--- config.mk ---
export PLATFORM = sky130hd
export DESIGN_NAME = divider_and_reload_timer_top
export DESIGN_NICKNAME = d
export VERILOG_FILES = /design/src/sv/dart_pkg.sv /design/src/sv/divider_and_reload_timer_top.sv /design/src/sv/dart_ctrl.sv /design/src/sv/dart_dp.sv
export SDC_FILE = /design/constraint.sdc
export NUM_CORES = 1
export LEC_CHECK = 0
export ABC_AREA = 1
export BUFFER_PORTS_ARGS = -buffer_cell sky130_fd_sc_hd__buf_2
export CAP_MARGIN = 20
export CORE_ASPECT_RATIO = 2
export CORE_MARGIN = 3
export CORE_UTILIZATION = 48
export DETAILED_ROUTE_END_ITERATION = 8
export PLACE_DENSITY = 0.77
export SYNTH_ARGS = -nofsm -noshare
export SYNTH_HDL_FRONTEND = slang
export SYNTH_SLANG_ARGS = --single-unit
--- constraint.sdc ---
create_clock -name aclk -period 1.9 [get_ports aclk]
set_input_delay 0.285 -clock aclk [delete_from_list [all_inputs] [get_ports aclk]]
set_output_delay 0.285 -clock aclk [all_outputs]
set_load 0.005 [all_outputs]
--- src/sv/dart_pkg.sv ---
// Shared types, constants and functions of the divider and reload timer.
package dart_pkg;

    localparam int CYCLES_W   = 6;
    localparam int BYTE_W     = 8;
    localparam int PRE_W      = 11;
    localparam int SEL_W      = 2;
    localparam int ADDR_W     = 4;
    localparam int APB_DATA_W = 32;
    localparam int S_TDATA_W  = 8;
    localparam int M_TDATA_W  = 24;

    localparam logic [BYTE_W-1:0] COUNTER_TOP = 8'hFF;

    // Register indexes on the configuration port.
    localparam logic [1:0] REG_RELOAD = 2'd0;
    localparam logic [1:0] REG_ENABLE = 2'd1;
    localparam logic [1:0] REG_SELECT = 2'd2;

    localparam logic [SEL_W-1:0] SEL_1024 = 2'd0;
    localparam logic [SEL_W-1:0] SEL_16   = 2'd1;
    localparam logic [SEL_W-1:0] SEL_64   = 2'd2;
    localparam logic [SEL_W-1:0] SEL_256  = 2'd3;

    typedef enum logic [0:0] {
        ST_IDLE,
        ST_RUN
    } dart_state_t;

    typedef struct packed {
        logic load;
        logic step;
        logic publish;
    } dart_cmd_t;

    typedef struct packed {
        logic more;
        logic out_free;
    } dart_sts_t;

    function automatic logic [PRE_W-1:0] period_of(input logic [SEL_W-1:0] sel);
        logic [PRE_W-1:0] p;
        unique case (sel)
            SEL_1024: p = 11'd1024;
            SEL_16:   p = 11'd16;
            SEL_64:   p = 11'd64;
            SEL_256:  p = 11'd256;
            default:  p = 11'd1024;
        endcase
        return p;
    endfunction

endpackage

--- src/sv/divider_and_reload_timer_top.sv ---
// Top level of the divider and reload timer: configuration registers and both halves.
// An accepted word is loaded. The step loop then subtracts one period per cycle
// and steps the counter for each whole period in the prescaler (more steps after a
// period was shortened). The result is then published to the output register once
// that register is free. A new word is taken only after the result is published;
// the output register frees the input side for the next word.
// Reset (aresetn low, synchronous) clears registers, prescalers, divider and counter.
module divider_and_reload_timer_top (
    input  logic                              aclk,
    input  logic                              aresetn,
    input  logic                              s_tvalid,
    output logic                              s_tready,
    input  logic [dart_pkg::S_TDATA_W-1:0]    s_tdata,   // [5:0] elapsed_cycles
    output logic                              m_tvalid,
    input  logic                              m_tready,
    output logic [dart_pkg::M_TDATA_W-1:0]    m_tdata,   // [7:0] divider_value,
                                                         // [15:8] counter_value,
                                                         // [16] overflow_irq
    input  logic                              psel,
    input  logic                              penable,
    input  logic                              pwrite,
    input  logic [dart_pkg::ADDR_W-1:0]       paddr,
    input  logic [dart_pkg::APB_DATA_W-1:0]   pwdata,
    output logic [dart_pkg::APB_DATA_W-1:0]   prdata,
    output logic                              pready
);
    import dart_pkg::*;

    logic [BYTE_W-1:0] reload_reg;
    logic              enable_reg;
    logic [SEL_W-1:0]  select_reg;
    logic              wr_en;
    logic [1:0]        reg_idx;
    dart_cmd_t         cmd;
    dart_sts_t         sts;

    assign pready  = 1'b1;
    assign wr_en   = psel && penable && pwrite && pready;
    assign reg_idx = paddr[3:2];

    always_ff @(posedge aclk) begin
        if (!aresetn) begin
            reload_reg <= '0;
            enable_reg <= 1'b0;
            select_reg <= '0;
        end else if (wr_en) begin
            priority case (reg_idx)
                REG_RELOAD: reload_reg <= pwdata[BYTE_W-1:0];
                REG_ENABLE: enable_reg <= pwdata[0];
                REG_SELECT: select_reg <= pwdata[SEL_W-1:0];
                default: ;
            endcase
        end
    end

    always_comb begin
        prdata = '0;
        priority case (reg_idx)
            REG_RELOAD: prdata = {24'd0, reload_reg};
            REG_ENABLE: prdata = {31'd0, enable_reg};
            REG_SELECT: prdata = {30'd0, select_reg};
            default:    prdata = '0;
        endcase
    end

    dart_ctrl u_ctrl (
        .aclk     (aclk),
        .aresetn  (aresetn),
        .s_tvalid (s_tvalid),
        .s_tready (s_tready),
        .sts      (sts),
        .cmd      (cmd)
    );

    dart_dp u_dp (
        .aclk           (aclk),
        .aresetn        (aresetn),
        .cmd            (cmd),
        .sts            (sts),
        .elapsed_cycles (s_tdata[CYCLES_W-1:0]),
        .reload_value   (reload_reg),
        .timer_enable   (enable_reg),
        .clock_select   (select_reg),
        .m_tvalid       (m_tvalid),
        .m_tready       (m_tready),
        .m_tdata        (m_tdata)
    );

endmodule

--- src/sv/dart_ctrl.sv ---
// Sequencer of the timer: takes a word, steps the counter once per period, publishes.
module dart_ctrl (
    input  logic                aclk,
    input  logic                aresetn,
    input  logic                s_tvalid,
    output logic                s_tready,
    input  dart_pkg::dart_sts_t sts,
    output dart_pkg::dart_cmd_t cmd
);
    import dart_pkg::*;

    dart_state_t state_reg;
    dart_state_t state_next;

    always_ff @(posedge aclk) begin
        if (!aresetn) begin
            state_reg <= ST_IDLE;
        end else begin
            state_reg <= state_next;
        end
    end

    always_comb begin
        state_next  = state_reg;
        s_tready    = 1'b0;
        cmd         = '0;
        unique case (state_reg)
            ST_IDLE: begin
                s_tready = 1'b1;
                if (s_tvalid) begin
                    cmd.load   = 1'b1;
                    state_next = ST_RUN;
                end
            end
            ST_RUN: begin
                priority if (sts.more) begin
                    cmd.step = 1'b1;
                end else if (sts.out_free) begin
                    cmd.publish = 1'b1;
                    state_next  = ST_IDLE;
                end
            end
            default: state_next = ST_IDLE;
        endcase
    end

endmodule

--- src/sv/dart_dp.sv ---
// Datapath of the timer: prescalers, divider and counter bytes, output register.
module dart_dp (
    input  logic                                aclk,
    input  logic                                aresetn,
    input  dart_pkg::dart_cmd_t                 cmd,
    output dart_pkg::dart_sts_t                 sts,
    input  logic [dart_pkg::CYCLES_W-1:0]       elapsed_cycles,
    input  logic [dart_pkg::BYTE_W-1:0]         reload_value,
    input  logic                                timer_enable,
    input  logic [dart_pkg::SEL_W-1:0]          clock_select,
    output logic                                m_tvalid,
    input  logic                                m_tready,
    output logic [dart_pkg::M_TDATA_W-1:0]      m_tdata
);
    import dart_pkg::*;

    logic [BYTE_W-1:0] div_pre_reg,  div_pre_next;
    logic [BYTE_W-1:0] div_byte_reg, div_byte_next;
    logic [PRE_W-1:0]  cnt_pre_reg,  cnt_pre_next;
    logic [BYTE_W-1:0] cnt_byte_reg, cnt_byte_next;
    logic [PRE_W-1:0]  period_reg,   period_next;
    logic              en_reg,       en_next;
    logic              irq_reg,      irq_next;
    logic              valid_reg,    valid_next;
    logic [M_TDATA_W-1:0] data_reg,  data_next;

    logic [BYTE_W:0]   div_sum;

    assign div_sum      = {1'b0, div_pre_reg} + {{(BYTE_W + 1 - CYCLES_W){1'b0}}, elapsed_cycles};
    assign sts.more     = en_reg && (cnt_pre_reg >= period_reg);
    assign sts.out_free = !valid_reg || m_tready;

    always_comb begin
        div_pre_next  = div_pre_reg;
        div_byte_next = div_byte_reg;
        cnt_pre_next  = cnt_pre_reg;
        cnt_byte_next = cnt_byte_reg;
        period_next   = period_reg;
        en_next       = en_reg;
        irq_next      = irq_reg;
        valid_next    = valid_reg;
        data_next     = data_reg;

        if (cmd.load) begin
            div_pre_next = div_sum[BYTE_W-1:0];
            if (div_sum[BYTE_W]) begin
                div_byte_next = div_byte_reg + 8'd1;
            end
            en_next     = timer_enable;
            period_next = period_of(clock_select);
            irq_next    = 1'b0;
            if (timer_enable) begin
                cnt_pre_next = cnt_pre_reg + {{(PRE_W - CYCLES_W){1'b0}}, elapsed_cycles};
            end
        end

        // One counter increment per whole period held in the prescaler.
        if (cmd.step) begin
            cnt_pre_next = cnt_pre_reg - period_reg;
            if (cnt_byte_reg == COUNTER_TOP) begin
                cnt_byte_next = reload_value;
                irq_next      = 1'b1;
            end else begin
                cnt_byte_next = cnt_byte_reg + 8'd1;
            end
        end

        if (cmd.publish) begin
            valid_next = 1'b1;
            data_next  = {7'd0, irq_reg, cnt_byte_reg, div_byte_reg};
        end else if (m_tready) begin
            valid_next = 1'b0;
        end
    end

    always_ff @(posedge aclk) begin
        if (!aresetn) begin
            div_pre_reg  <= '0;
            div_byte_reg <= '0;
            cnt_pre_reg  <= '0;
            cnt_byte_reg <= '0;
            en_reg       <= 1'b0;
            irq_reg      <= 1'b0;
            valid_reg    <= 1'b0;
        end else begin
            div_pre_reg  <= div_pre_next;
            div_byte_reg <= div_byte_next;
            cnt_pre_reg  <= cnt_pre_next;
            cnt_byte_reg <= cnt_byte_next;
            en_reg       <= en_next;
            irq_reg      <= irq_next;
            valid_reg    <= valid_next;
        end
    end

    always_ff @(posedge aclk) begin
        period_reg <= period_next;
        data_reg   <= data_next;
    end

    assign m_tvalid = valid_reg;
    assign m_tdata  = data_reg;

endmodule

---- After elaboration in Yosys (flattened, before gate mapping) ----
Index checks and enable logic that the tools add are counted.
cells by class
  $lt $le $gt $ge ......................... 1
  bitwise gates (word level) .............. 1
  reduce and logical (&&, ||, !) cells .... 15
  mux-type cells .......................... 21
  add/subtract/negate cells ............... 5
  equality and inequality tests ........... 6
operators by type and width
  cell                   number
  $pmux W11 S4           1
  $mux W11               3
  $pmux W8 S3            1
  $add A8 B1 Y8 const B  2
  $mux W1                13
  $add A11 B6 Y11        1
  $ge A11 B11 Y1         1
  $sub A11 B11 Y11       1
  $reduce_and A2 Y1      5
  $add A8 B6 Y9          1
  $eq A8 B8 Y1 const B   1
  $mux W8                1
  $eq A2 B2 Y1 const B   3
  $reduce_bool A2 Y1     3
  $eq A2 B1 Y1 const B   2
  $logic_not A2 Y1       2
  $logic_and A1 B1 Y1    3
  $mux W2                1
  $pmux W1 S2            1
  $logic_not A1 Y1       1
  $logic_or A1 B1 Y1     1
  $not A1 Y1             1
word-level totals
  register bits ........................... 78
  word-level logic and storage cells ...... 62
  bits of input ports ..................... 51

---- Logic depth before layout (Yosys ltp) ----
Gate-level depths: netlist (run 1).
  depth after elaboration ................. 7
  gate-level depth with buffers ........... 14

---- Hierarchy ----
From an unflattened synthesis (run 1), not the netlist that was laid out.
unflattened totals
  cell total of the unflattened synthesis .. 550
  area total of the unflattened synthesis .. 4156.5 sq um
modules (own cells, without submodules)
  module                        times used  sequential area each (sq um)  cells each  area an instance (sq um)
  dart_dp                       1           1391.3                        418         3296.9
  divider_and_reload_timer_top  1           220.2                         122         802.0
  dart_ctrl                     1           20.0                          10          57.6

---- Least setup slack after synthesis (run 1) ----
OpenSTA, ideal clock, no wires.
  path kind ............................... reg-to-reg
  start point ............................. register u_dp.cnt_pre_reg[8]
  end point ............................... register u_dp.data_reg[0], in the netlist u_dp.m_tdata[0] (enable)
  path slack .............................. -0.110 ns
  buffers on the path ..................... 0
  data required time ...................... 1.531 ns
  setup time .............................. 0.369 ns
  cell stages (with the launch flop) ...... 9
  arrival time ............................ 1.641 ns
  cells stage by stage .................... dfxtp_1 ha_1 nand2_1 nand2_1 a21oi_2 nand3_2 nand2_1 nand3_1 inv_1
RTL lines
  what                    RTL line       source
  start, declared         dart_dp.sv:19  logic [PRE_W-1:0] cnt_pre_reg, cnt_pre_next;
  start signal, assigned  dart_dp.sv:88  cnt_pre_reg <= cnt_pre_next;
  end signal, assigned    dart_dp.sv:98  data_reg <= data_next;
  end, declared           dart_dp.sv:25  logic [M_TDATA_W-1:0] data_reg, data_next;

==> impl_metrics.yaml, run 1 <==
power:
  leakage_nw: 2.37
  p_total_mw: 3.70
  vdd_drop_max_mv: 0.559
  powerDensity_nw_per_um2: 748
clock_network:
  cts.htree.levels: 3
  clockRootBuffer: "clkbuf_16"
  cts_max_path_buffers: 2
  hold_buffers: 0
  cts_tree: "done"
  numCtsBuffers: 9
  clock_sinks: 71
  clk_latency_ns: 0.33
  path_clk_slew_ns: 0.06
sta:
  finalWorstPathRequiredPeriod_ns: 1.83
  finalSetupTns_ns: 0
  fin_skew_ns: 0.00825
  hold_viol: 0
  drv_slew: 0
  setup_viol: 0
  post-route-period-util: 0.965
  setup_ws_ns: 0.0660
  whs_ns: 0.219
  fmax_mhz: 545
worst_setup_path:
  start_kind: "register"
  r2r_slack_ns: 0.07
  cp_slowest_stage_delay_ns: 0.38
  r2r_start: "u_dp.period_reg[10]$_DFFE_PP_"
  critPathArrivalTime_ns: 1.88
  crit_slowest_cell: "edfxtp_1"
  ff2ff_path_depth: 10
  endpoint_kind: "register"
  crit_chain: "inv_2 > ha_4 > inv_2 > nor2_1 > a21oi_2 > nand3_2 > nand2_2 > nand3_2 > clkinvlp_4 > buf_12"
  crit_required_ns: 1.94
  crit_type: "reg2reg"
  cp_max_fo: 17
  r2r-end: "u_dp.m_tdata[12]$_DFFE_PP_"
yosys:
  ys_seq_elements: 71
  yosysTopAreaCellShare: 0.239
  syn_inst: 563
  synth_commonest_cells: "125 x nand2_1, 70 x inv_1, 57 x nor2_1, 50 x dfxtp_1, 43 x a21oi_1"
  yosysMostFrequentCell: "nand2_1"
  synth_edf_count: 21
  synthFlopType: "dfxtp_1"
  avgSynthCellArea_um2: 7.43
  yosys.area.top_type: "dfxtp_1"
  ys_seq_area_frac: 0.390
  yosys_warnings: 0
  synth_cell_types: 41
  async_reset_ff_frac: 0
  synth.area.top_cells: "dfxtp_1 24%, edfxtp_1 15%, nand2_1 11%, inv_1 6.3%, buf_4 5.9%"
  synth_area_um2: 4190
min_path:
  hold_class: "in2reg"
  min_from: "s_tvalid"
  hold_depth: 3
  holdPathEnd: "u_ctrl.state_reg$_SDFF_PN0_"
drt:
  vias: 3789
  drtPass1Iterations: 5
  first_iter_violations: 214
  post-route-drc-count: 0
  antenna_left: 0
  routed_wl_um: 9490
  wl_per_cell_um: 12.9
  viasPerCell: 5.14
global_routing:
  overflow: 0
  grt_usage: 0.192
  antenna_found_initial: 0
  grt_max_degree: 32
  grt_pass1_vias: 3676
  grt_pass1_wl_um: 15400
layout:
  final_nets: 707
  largest_reg_flops: 17
  num-fill-cells: 772
  fin_cells: 737
  multi_input_area_um2: 2130
  seq_area_um2: 1630
  final_core_util: 0.587
  syn_to_final_growth_pct: 18.0
  design_area_um2: 4940
  drive_gt1_frac: 0.202
  diodes: 0
placement:
  place_congestion: 0.905
  port_buffers: 49
  placedCellCount: 721
  dp_worst_setup_slack_ns: -0.0738
  place_area_um2: 4560
  hpwl_um: 7290
floorplan:
  rows: 47
  dieHeight_um: 138
  dieWidth_um: 72.0
  boundaryPins: 110
  start_util: 0.498
  core_um2: 8410
  dieArea_um2: 9940
run:
  cap_violations: 0
outcome:
  outcome: "finished, final reports clean"
worst max path at each step:
stage	startpoint	endpoint	depth (start not counted)
floorplan	u_dp.cnt_pre_reg[8]$_SDFFE_PN0P_	u_dp.m_tdata[0]$_DFFE_PP_	8
global placement	u_dp.period_reg[10]$_DFFE_PP_	u_dp.m_tdata[10]$_DFFE_PP_	10
detailed placement	u_dp.period_reg[10]$_DFFE_PP_	u_dp.m_tdata[14]$_DFFE_PP_	10
CTS	u_dp.period_reg[10]$_DFFE_PP_	u_dp.m_tdata[12]$_DFFE_PP_	10
global route	u_dp.cnt_pre_reg[0]$_SDFFE_PN0P_	u_dp.cnt_pre_reg[4]$_SDFFE_PN0P_	10
finish	u_dp.period_reg[10]$_DFFE_PP_	u_dp.m_tdata[12]$_DFFE_PP_	10
timing repair:
action	in CTS	in global routing
resized for setup	2	18
setup buffers	1	0
setup endpoints to repair	21	26
pin swaps	0	2
cell type report:
cell class	instances	area share
Tap cell	98	0.0248
Sequential cell	71	0.331
Multi-Input combinational cell	402	0.432
Clock inverter	6	0.0124
Inverter	76	0.0588
Timing Repair Buffer	75	0.0950
Clock buffer	9	0.0456
report_power, final:
| group | switching (mW) | leakage (nW) | total [mW] | internal, mW |
|---|---|---|---|---|
| logic | 0.251 | 1.62 | 0.418 | 0.167 |
| registers | 0.0248 | 0.606 | 1.64 | 1.61 |
| clock network | 0.635 | 0.143 | 1.64 | 1.01 |
| total | 0.911 | 2.37 | 3.70 | 2.78 |
worst max-delay path: cells and delay by family (launching register included):
kind,cells,cell delay [ns]
AO/OA/AOI/OAI,1,0.17
adder cells (fa/ha/maj),1,0.21
buffers and inverters,4,0.40
flip-flops,1,0.38
AND/OR/NAND/NOR,4,0.37
cells by family after synthesis:
logic type      synth area share
compound gates             0.121
xor+xnor                  0.0188
flops                      0.390
simple gates               0.257
fa+ha+maj                 0.0664
other cells              0.00179
buf+inv                    0.145
per-layer routing:
metal,part of all wire,global-route usage,vias up
li1,-,-,1900
met1,0.36,0.184,1747
met2,0.56,0.361,117
met3,0.048,0.0356,25
met4,0.034,0.114,0
met5,0,0,-
cell usage in the layout, fill, tap and decap left out, types with 2 or more instances in the layout:
master,count
a21oi_1,42
a21oi_2,3
buf_12,2
buf_2,49
buf_4,23
clkbuf_16,9
clkinv_1,3
clkinv_2,3
conb_1,32
dfxtp_1,48
dfxtp_2,2
edfxtp_1,21
ha_1,14
ha_4,4
inv_1,66
inv_2,6
nand2_1,122
nand2_2,4
nand3_1,31
nand3_2,3
nand4_1,6
nor2_1,57
nor2_2,2
nor3_1,8
nor3b_1,3
o211ai_1,3
o21ai_0,34
o21ai_1,3
o22ai_1,2
or2_2,7
xor2_1,8
No activity file was read; power rests on OpenSTA's default activity.
==> run 2, diff against run 1 <==
--- a/config.mk
+++ b/config.mk
@@ -10,9 +10,9 @@
 export CAP_MARGIN = 20
 export CORE_ASPECT_RATIO = 2
 export CORE_MARGIN = 3
-export CORE_UTILIZATION = 48
+export CORE_UTILIZATION = 45
 export DETAILED_ROUTE_END_ITERATION = 8
-export PLACE_DENSITY = 0.77
+export PLACE_DENSITY = 0.72
 export SYNTH_ARGS = -nofsm -noshare
 export SYNTH_HDL_FRONTEND = slang
 export SYNTH_SLANG_ARGS = --single-unit
==> run 2 against run 1 <==
Cell area rose by 3.0%. Die area rose by 6.2%. Global-route usage fell by 0.22 points. Clock power barely moved. Highest routed layer unchanged.
==> impl_metrics.yaml, run 2 (synthesis results as in run 1) <==
layout:
  final_core_util: 0.564
  layout_commonest_cell: "nand2_1"
  syn_to_final_growth_pct: 21.6
  num-fill-cells: 819
  diodes: 0
  drive_gt1_frac: 0.231
  largest_reg_flops: 17
  final_nets: 711
  design_area_um2: 5090
  layout_common_cells: "112 x nand2_1, 66 x inv_1, 57 x nor2_1, 49 x dfxtp_1, 49 x buf_2"
global_routing:
  antenna_found_initial: 0
  grt_usage: 0.190
  grt_pass1_vias: 3520
  grt_pass1_wl_um: 15600
  grt_max_degree: 32
  overflow: 0
sta:
  fmax_mhz: 536
  finalWorstPathRequiredPeriod_ns: 1.87
  hold_viol: 0
  drv_slew: 0
  setup_viol: 0
  post-route-period-util: 0.982
  fin_skew_ns: 0.00968
  rsz0062_at_grt: "yes"
placement:
  place_congestion: 0.884
  place_area_um2: 4590
  port_buffers: 49
  hpwl_um: 7250
drt:
  routed_wl_um: 9930
  wl_per_cell_um: 13.3
  drtPass1Iterations: 5
  post-route-drc-count: 0
  viasPerCell: 5.08
  first_iter_violations: 188
  vias: 3793
  antenna_left: 0
clock_network:
  hold_buffers: 0
  clk_latency_ns: 0.34
  cts_tree: "done"
  clock_sinks: 71
  cts_max_path_buffers: 2
  path_clk_slew_ns: 0.06
  clockRootBuffer: "clkbuf_16"
  cts.htree.levels: 3
  numCtsBuffers: 9
floorplan:
  core_um2: 9010
  boundaryPins: 110
  dieArea_um2: 10600
  rows: 49
  dieHeight_um: 142
  start_util: 0.464
  dieWidth_um: 74.2
run:
  cap_violations: 0
worst_setup_path:
  crit_chain: "ha_4 > nand2_2 > nor2_1 > nand3_1 > nand3_2 > nand3_4 > buf_12 > nand2_1 > nand2_1 > nor2_1 > nor2_1"
  cp_slowest_stage_delay_ns: 0.42
  crit_type: "reg2reg"
  cp_common_cell: "nor2_1"
  r2r_slack_ns: 0.03
  crit_required_ns: 2.13
  critPathArrivalTime_ns: 2.10
  endpoint_kind: "register"
  crit_slowest_cell: "edfxtp_1"
  cp_max_fo: 8
  start_kind: "register"
outcome:
  outcome: "finished, final reports clean"
power:
  vdd_drop_max_mv: 0.431
  powerDensity_nw_per_um2: 726
  leakage_nw: 2.41
min_path:
  hold_class: "in2reg"
-- run 2: worst paths after layout --
check | startpoint | to | cells after the start
worst max-delay path | u_dp.period_reg[4]$_DFFE_PP_ | u_dp.cnt_pre_reg[8]$_SDFFE_PN0P_ | 11
worst min-delay path | s_tvalid | u_ctrl.state_reg$_SDFF_PN0_ | 3
worst max register to register | u_dp.period_reg[4]$_DFFE_PP_ | u_dp.cnt_pre_reg[8]$_SDFFE_PN0P_ | 11
worst min register to register | u_dp.div_byte_reg[7]$_SDFFE_PN0P_ | u_dp.m_tdata[7]$_DFFE_PP_ | 0
-- run 2: metrics by stage --
step / power (mW) / hold WS [ns] / TNS [ns] / std cells / setup WS (ns)
2_1_floorplan: 1.96 / 0.408 / 0 / 593 / 0.0129
3_3_place_gp: 2.06 / 0.415 / -0.00102 / 726 / -0.000261
3_5_place_dp: 2.07 / 0.426 / -0.419 / 726 / -0.0247
4_1_cts: 3.68 / 0.207 / 0 / 742 / 0.0239
5_1_grt: 3.83 / 0.220 / -0.665 / 746 / -0.0631
6_report: 3.70 / 0.204 / 0 / 746 / 0.0334
-- run 2: final cells by class --
cell class	instances	area, um^2	share of cell area
Multi-Input combinational cell	402	2190	0.431
Sequential cell	71	1630	0.321
Timing Repair Buffer	79	554	0.109
Inverter	76	295	0.0580
Clock buffer	9	225	0.0443
Tap cell	102	128	0.0251
Clock inverter	7	61.3	0.0121
-- run 2: repair_timing --
action | CTS | global route
setup buffers | 0 | 2
endpoints found under the setup margin | 17 | 32
resized for setup | 2 | 41
gates cloned | 0 | 2
pin swaps | 0 | 14
-- run 2: worst max-delay path, delay by kind of cell (launching register included) --
| kind | cells | cell delay (ns) |
|---|---|---|
| simple gates | 9 | 0.82 |
| buf+inv | 1 | 0.22 |
| fa+ha+maj | 1 | 0.30 |
| flops | 1 | 0.42 |
-- run 2: routing by layer --
layer	up-vias	wire [um]	track usage
met5	-	0	0
met4	0	433	0.101
met3	32	464	0.0339
met2	115	5420	0.359
met1	1742	3610	0.185
li1	1904	-	-
-- run 2: report_power, final --
group / switching [mW] / internal (mW)
registers: 0.0244 / 1.61
clock network: 0.717 / 0.909
logic: 0.253 / 0.182
